## src/rtl/gps_pkg.sv

```systemverilog
// Shared types, register codes and helper functions for the grid path sum block.
package gps_pkg;

  localparam int DEF_MAX_COLS = 512;
  localparam int DEF_MAX_ROWS = 512;

  localparam int DIM_REG_W = 10;
  localparam int CFG_IDX_W = 4;

  localparam logic [CFG_IDX_W-1:0] REG_GRID_ROWS = CFG_IDX_W'(0);
  localparam logic [CFG_IDX_W-1:0] REG_GRID_COLS = CFG_IDX_W'(1);

  typedef logic signed [15:0] cell_t;
  typedef logic signed [31:0] sum_t;

  typedef struct packed {
    sum_t l2;
    sum_t l1;
    sum_t l0;
  } levels_t;

  typedef struct packed {
    logic has_up;
    logic has_left;
  } nbr_ctrl_t;

  typedef struct packed {
    logic clamped;
    sum_t value;
  } sat_sum_t;

  typedef struct packed {
    sum_t best_amount;
    logic saturated;
  } result_t;

  typedef struct packed {
    logic [CFG_IDX_W-1:0] index;
    logic [DIM_REG_W-1:0] value;
  } cfg_wr_t;

  // Clamps a wide intermediate sum into the signed 32-bit range.
  function automatic sat_sum_t clamp_sum(logic signed [33:0] x);
    sat_sum_t r;
    if (x > 34'sh0_7FFF_FFFF) begin
      r.clamped = 1'b1;
      r.value   = 32'sh7FFF_FFFF;
    end else if (x < -34'sh0_8000_0000) begin
      r.clamped = 1'b1;
      r.value   = 32'sh8000_0000;
    end else begin
      r.clamped = 1'b0;
      r.value   = x[31:0];
    end
    return r;
  endfunction

  // A zero register counts as one, a value above the limit as the limit.
  function automatic int eff_dim(logic [DIM_REG_W-1:0] r, int maxv);
    int res;
    if (r == '0) begin
      res = 1;
    end else if (int'(r) > maxv) begin
      res = maxv;
    end else begin
      res = int'(r);
    end
    return res;
  endfunction

endpackage

```

## src/rtl/gps_cell_unit.sv

```systemverilog
// Per-cell update of the three skip levels from the up and left neighbors.
module gps_cell_unit
  import gps_pkg::*;
(
  input  cell_t     value_i,
  input  nbr_ctrl_t ctrl_i,
  input  levels_t   up_i,
  input  levels_t   left_i,
  output levels_t   next_o,
  output logic      sat_o
);

  levels_t            p;
  logic signed [33:0] v_x;
  logic signed [33:0] s0;
  logic signed [33:0] a1;
  logic signed [33:0] a2;
  logic signed [33:0] m1;
  logic signed [33:0] m2;
  sat_sum_t           c0;
  sat_sum_t           c1;
  sat_sum_t           c2;

  always_comb begin
    if (ctrl_i.has_up && ctrl_i.has_left) begin
      p.l0 = (up_i.l0 > left_i.l0) ? up_i.l0 : left_i.l0;
      p.l1 = (up_i.l1 > left_i.l1) ? up_i.l1 : left_i.l1;
      p.l2 = (up_i.l2 > left_i.l2) ? up_i.l2 : left_i.l2;
    end else if (ctrl_i.has_up) begin
      p = up_i;
    end else begin
      p = left_i;
    end
  end

  assign v_x = 34'(value_i);
  assign s0  = 34'(p.l0) + v_x;
  assign a1  = 34'(p.l1) + v_x;
  assign a2  = 34'(p.l2) + v_x;
  assign m1  = (34'(p.l0) > a1) ? 34'(p.l0) : a1;
  assign m2  = (34'(p.l1) > a2) ? 34'(p.l1) : a2;
  assign c0  = clamp_sum(s0);
  assign c1  = clamp_sum(m1);
  assign c2  = clamp_sum(m2);

  always_comb begin
    if (!ctrl_i.has_up && !ctrl_i.has_left) begin
      // The first cell of the grid starts every level without any neighbor.
      next_o.l0 = 32'(value_i);
      next_o.l1 = value_i[15] ? '0 : 32'(value_i);
      next_o.l2 = value_i[15] ? '0 : 32'(value_i);
      sat_o     = 1'b0;
    end else begin
      next_o.l0 = c0.value;
      next_o.l1 = c1.value;
      next_o.l2 = c2.value;
      sat_o     = c0.clamped | c1.clamped | c2.clamped;
    end
  end

endmodule

```

## config.mk

```make
export PLATFORM = sky130hd
export DESIGN_NAME = gps_cell_unit
export DESIGN_NICKNAME = d
export VERILOG_FILES = /design/src/rtl/gps_pkg.sv /design/src/rtl/gps_cell_unit.sv
export SDC_FILE = /design/constraint.sdc
export NUM_CORES = 1
export LEC_CHECK = 0
export ABC_AREA = 1
export BUFFER_PORTS_ARGS = -buffer_cell sky130_fd_sc_hd__buf_2
export CAP_MARGIN = 20
export CORE_UTILIZATION = 44
export DETAILED_ROUTE_END_ITERATION = 16
export PLACE_DENSITY = 0.69
export SLEW_MARGIN = 10
export SYNTH_ARGS = -nofsm -noshare
export SYNTH_HDL_FRONTEND = slang
export SYNTH_SLANG_ARGS = --single-unit
```

## constraint.sdc

```tcl
create_clock -name vclk -period 12.43
set_input_delay 1.8645 -clock vclk [all_inputs]
set_output_delay 1.8645 -clock vclk [all_outputs]
set_load 0.005 [all_outputs]
```

# Word level (Yosys, flattened, before mapping)
# Cells that the tools add are included.
totals:
  regBits: 0
  in_bits: 210
  out_inout_bits: 97
  wordCells: 36
op_classes:
  bitwise_logic: 2
  addsub: 3
  mux: 16
  order_cmp: 11
  n_reduce_logical: 4
ops:
  columns: ["cell", "count"]
  rows:
  - ["96-bit two-way mux", 3]
  - ["33-bit two-way mux", 6]
  - ["32-bit by 16-bit adder with 33-bit output", 3]
  - ["32-bit greater-than comparator", 3]
  - ["32-bit two-way mux", 3]
  - ["34-bit by 32-bit greater-than comparator with 1-bit output (second input constant)", 2]
  - ["34-bit by 32-bit less-than comparator with 1-bit output (second input constant)", 2]
  - ["34-bit two-way mux", 2]
  - ["32-bit by 33-bit greater-than comparator with 1-bit output", 2]
  - ["33-bit by 32-bit greater-than comparator with 1-bit output (second input constant)", 1]
  - ["33-bit by 32-bit less-than comparator with 1-bit output (second input constant)", 1]
  - ["15-bit two-way mux", 1]
  - ["1-bit logical AND", 2]
  - ["1-bit zero test", 2]
  - ["1-bit OR", 2]
  - ["1-bit two-way mux", 1]

# Depth between registers and ports, before layout
# Gate-level depths: netlist of run 1.
depth:
  ltp_word: 12
  depth_mapped: 52
  mapped_depth_nobuf: 51

# Least setup slack after synthesis of run 1
# Ideal clock, no wire load.
synth_path:
  path_type: "input to output"
  start: "in left_i[81] (netlist bit)"
  end: "out next_o[85] (netlist bit)"
  path_stages: 42
  arrival_time_ns: 7.171
  required_ns: 10.566
  path_slack_ns: 3.395
  n_path_buf: 2
  cell_sequence: "inv_1 > ha_1 > a21oi_1 > o21ai_1 > a21oi_1 > nor2_1 > o21ai_1 > a21oi_1 > nor2_1 > nand2_1 > xnor2_2 > clkbuf_1 > a21oi_1 > nor2_1 > nor2_1 > ha_1 > nand3_1 > nand2_1 > (+6 left out) > xor2_1 > inv_1 > ha_1 > nand2_1 > nor2_1 > nand4_1 > nor3_2 > nand3b_1 > nand4_1 > nand2_1 > nor2_2 > inv_2 > nand2_1 > nand2_2 > a21oi_4 > inv_2 > buf_6 > nor2_1"
synth_rtl:
  columns: ["item", "line", "text"]
  rows:
  - ["start: declaration", "gps_cell_unit.sv:8", "input levels_t left_i,"]
  - ["end: declaration", "gps_cell_unit.sv:9", "output levels_t next_o,"]

==> impl_metrics.yaml, run 1 <==
timing:
  tightestPinTransition_ns: 1.00
  final_max_slew_viol_count: 0
  slew_headroom_pct: 33.3
  hold_viol: 0
  period_needed_ns: 11.66
  setup_tns_ns: 0
  rsz0062_at_grt: "false"
  min_period_over_period_pct: 93.8
  fmax_mhz: 85.8
  finalSetupViolCount: 0
  worst_slack_ns: 0.774
yosys:
  syn_inst: 2630
  post-synth-top-count-cell: "nand2_1"
  synth_area_leader_cell: "ha_1"
  synth_top_area_share_pct: 22.5
  seq_area_frac_synth_pct: 0
  syn_area_per_cell_um2: 5.46
  synth_nets: 3101
  yosysWarnings: 0
  synth_commonest_cells: "688 x nand2_1, 338 x inv_1, 308 x o21ai_0, 259 x a21oi_1, 258 x ha_1"
  mappedNetlistArea_mm2: 0.0144
  synth.distinct_cells: 52
  synth_area_leaders: "ha_1 22%, nand2_1 18%, o21ai_0 11%, a21oi_1 9.0%, inv_1 8.8%"
critical_path:
  max_stage_delay_ns: 0.53
  cpMostUsedCell: "nand2_1"
  crit_arrival_ns: 9.79
  criticalPathCategory: "input pin to output pin"
  endpoint_kind: "output pin"
  path_max_fanout: 37
  critPathSlowestCell: "nor4_1"
  required_ns: 10.57
  startpoint_type: "input pin"
cells_and_area:
  syn_to_final_growth_pct: 12.6
  nFillCells: 3492
  multiInputGateArea_mm2: 0.0126
  post-route-util_pct: 50.8
  drive_gt1_share_pct: 13.2
  seq_cells: 0
  diodes: 0
  clkbuf_count: 0
  register_area_um2: 0
  postLayoutCellArea_mm2: 0.0162
  num-nets-final: 3330
detailed_routing:
  drc: 0
  route.final.wire_length_mm: 57.8
  via_count: 18500
  vias_per_cell: 5.62
  first_pass_iters: 6
  drt_iter0_drc: 1298
  ant_nets: 0
  wl_per_cell_um: 17.5
floorplan:
  num_rows: 65
  boundaryPins: 307
  die_y_um: 183
  core_area_mm2: 0.0318
  dieArea_mm2: 0.0333
  die_w_um: 183
  initial_core_util_pct: 45.1
placed_design:
  place_area_mm2: 0.0161
  dpl_worst_slack_ns: 0.727
  gp_congestion: 1.04
  hpwl_mm: 49.3
  numPortBuffers: 307
grt:
  grt_pass1_vias: 17200
  grt-ovfl-total: 0
  grt_usage_pct: 33.9
  grt_pass1_wl_mm: 90.4
  grt_start_max_net_pins: 123
  antenna_found_initial: 0
status:
  outcome: "finished clean"
hold_path:
  hold_class: "input pin to output pin"
clock_tree:
  cts_hold_buf: 0
  cts_setup_buffers: 0
  post_cts_resized: 0
power:
  power_mw: 1.85
  pwr_density_cell_mw_per_mm2: 114
  ir_drop_uv: 69.1
  power.leakage_nw: 9.09
run:
  max_cap_viol_count: 0
per-layer routing:
layer  up-vias  share of wire (%)  GRT usage, %  routed length, µm
li1       9280                  -             -                  -
met1      8310                 43          43.0              24900
met2       802                 46          59.1              26600
met3       111                5.9          1.92               3400
met4         0                5.1          14.7               2920
met5         -                  0             0                  0
cell families (layout without fill, tap and decap cells):
family	after synthesis	in the layout	share of synthesized area, %
AND/OR/NAND/NOR	1133	1133	32.7
AO/OA/AOI/OAI	707	707	27.2
buffers and inverters	447	674	12.1
adder cells (fa/ha/maj)	261	261	22.9
XOR/XNOR	82	82	5.06
power breakdown:
| part | total (mW) | internal [mW] | switching (mW) | leakage, nW |
|---|---|---|---|---|
| clock | 0 | 0 | 0 | 0 |
| sequential | 0 | 0 | 0 | 0 |
| combinational | 1.85 | 0.642 | 1.20 | 9.09 |
metrics by stage:
step / std cells / hold WS [ns]
final: 3292 / 4.20
after global routing: 3292 / 4.22
after CTS: 3291 / 4.19
after detailed placement: 3291 / 4.19
after global placement: 3291 / 4.18
after floorplan: 2630 / 3.86
layout make-up:
type / instances / area share [%]
multi-input combinational: 2183 / 78.2
inverter: 355 / 8.26
tap: 435 / 3.37
timing repair buffer: 319 / 10.2
placed cells by master, fill, tap and decap left out, types with 32 or more instances in the layout:
master and instances:
xor2_1 45, buf_2 306, xnor2_1 36, nand3_1 143, o211ai_1 46, nand2_1 687, a21oi_1 259, nor2_1 213
inv_1 338, ha_1 258, o21ai_0 308, nand4_1 32
worst paths after layout:
path	depth (start not counted)	end	start
worst max-delay path	46	next_o[84]	left_i[95]
worst min-delay path	4	next_o[10]	value_i[10]
critical path: cells and delay by family:
kind,cells,cell delay [ns]
simple gates,26,3.87
buf+inv,11,1.58
fa+ha+maj,4,1.31
compound gates,3,0.68
xor+xnor,2,0.47
Note: power is estimated with default switching activity, not from simulation.
==> run 2, diff against run 1 <==
- clock period: 12.43 -> 14.5 ns (I/O delays scaled with it)
==> impl_metrics.yaml, run 2 (synthesis gave the netlist of run 1 again) <==
status:
  outcome: "finished clean"
detailed_routing:
  drt_iter0_drc: 1552
  route.final.wire_length_mm: 57.1
  vias_per_cell: 5.62
  wl_per_cell_um: 17.4
  first_pass_iters: 5
  ant_nets: 0
  via_count: 18500
  drc: 0
critical_path:
  critPathSlowestCell: "nor4_1"
  cpMostUsedCell: "nand2_1"
  path_max_fanout: 45
  criticalPathCategory: "input pin to output pin"
  crit_buf_inv: 7
  max_stage_delay_ns: 0.53
  crit_arrival_ns: 10.35
  cp_top_family: "simple AND/OR/NAND/NOR gates"
  endpoint_kind: "output pin"
  critical_path.startpoint: "left_i[95]"
  startpoint_type: "input pin"
  required_ns: 12.32
timing:
  finalSetupViolCount: 0
  slew_headroom_pct: 38.5
  period_needed_ns: 12.53
  rsz0062_at_grt: "false"
  final_max_slew_viol_count: 0
  tightestPinTransition_ns: 0.920
  hold_viol: 0
  fmax_mhz: 79.8
  min_period_over_period_pct: 86.4
  setup_tns_ns: 0
grt:
  grt_pass1_wl_mm: 88.6
  grt_pass1_vias: 17000
  grt_start_max_net_pins: 111
  grt-ovfl-total: 0
  antenna_found_initial: 1
  grt_usage_pct: 33.2
floorplan:
  boundaryPins: 307
  die_w_um: 183
  dieArea_mm2: 0.0333
  core_area_mm2: 0.0318
  num_rows: 65
  die_y_um: 183
  initial_core_util_pct: 45.1
cells_and_area:
  layoutNonFillerInstCount: 3292
  register_area_um2: 0
  syn_to_final_growth_pct: 12.5
  seq_cells: 0
  drive_gt1_share_pct: 13.1
  final_cell_mix: "687 x nand2_1, 338 x inv_1, 308 x o21ai_0"
  post-route-util_pct: 50.8
  nFillCells: 3537
  final_common_cell: "nand2_1"
  num-nets-final: 3329
  clkbuf_count: 0
placed_design:
  hpwl_mm: 48.8
  numPortBuffers: 307
  place_inst: 3290
  gp_congestion: 1.03
clock_tree:
  cts_hold_buf: 0
  post_cts_resized: 0
  cts_setup_buffers: 0
power:
  power.leakage_nw: 9.09
  pwr_density_cell_mw_per_mm2: 97.9
  ir_drop_uv: 57.3
hold_path:
  min_from: "value_i[10]"
  hold_class: "input pin to output pin"
run:
  max_cap_viol_count: 0
==> run 2: path summary, 6_finish.rpt <==
check / cells past startpoint / to
hold / removal: 4 / next_o[10]
setup / recovery: 40 / next_o[79]
==> run 2: per-layer routing <==
metal | up-vias | share of wire, % | wire length, µm | global-route usage, %
met5 | - | 0 | 0 | 0
met4 | 0 | 5.7 | 3250 | 16.6
met3 | 116 | 6.7 | 3830 | 1.62
met2 | 775 | 46 | 26000 | 58.0
met1 | 8341 | 42 | 24000 | 41.4
li1 | 9275 | - | - | -
==> run 2: where the power goes <==
group | total, mW | leakage, nW | switching (mW) | internal (mW)
sequential | 0 | 0 | 0 | 0
combinational | 1.58 | 9.09 | 1.03 | 0.547
clock | 0.00000000922 | 0.00000634 | 0 | 0.00000000921
total | 1.58 | 9.09 | 1.03 | 0.547
==> run 2: through the flow <==
| stage | total power [mW] | worst slack (ns) | area (µm²) | hold WS [ns] |
|---|---|---|---|---|
| after floorplan | 1.02 | 4.84 | 14400 | 4.48 |
| after global placement | 1.53 | 2.12 | 16100 | 4.81 |
| after detailed placement | 1.54 | 2.07 | 16100 | 4.81 |
| after CTS | 1.55 | 2.06 | 16100 | 4.81 |
| after global routing | 1.75 | 1.41 | 16100 | 4.84 |
| final | 1.58 | 1.97 | 16100 | 4.82 |
==> run 2: layout make-up <==
cell class | count | area (µm²) | share of cell area [%]
diodes | 1 | 2.50 | 0.0155
inverters | 355 | 1340 | 8.27
multi-input cells | 2183 | 12600 | 78.2
well taps | 435 | 544 | 3.37
repair buffers | 318 | 1630 | 10.1
==> run 2: tightest hold or removal path, delay by kind of cell <==
| family | cells | cell delay, ns |
|---|---|---|
| AOI/OAI and AO/OA | 1 | 0.08 |
| and+or+nand+nor | 1 | 0.09 |
| buffers and inverters | 2 | 0.30 |
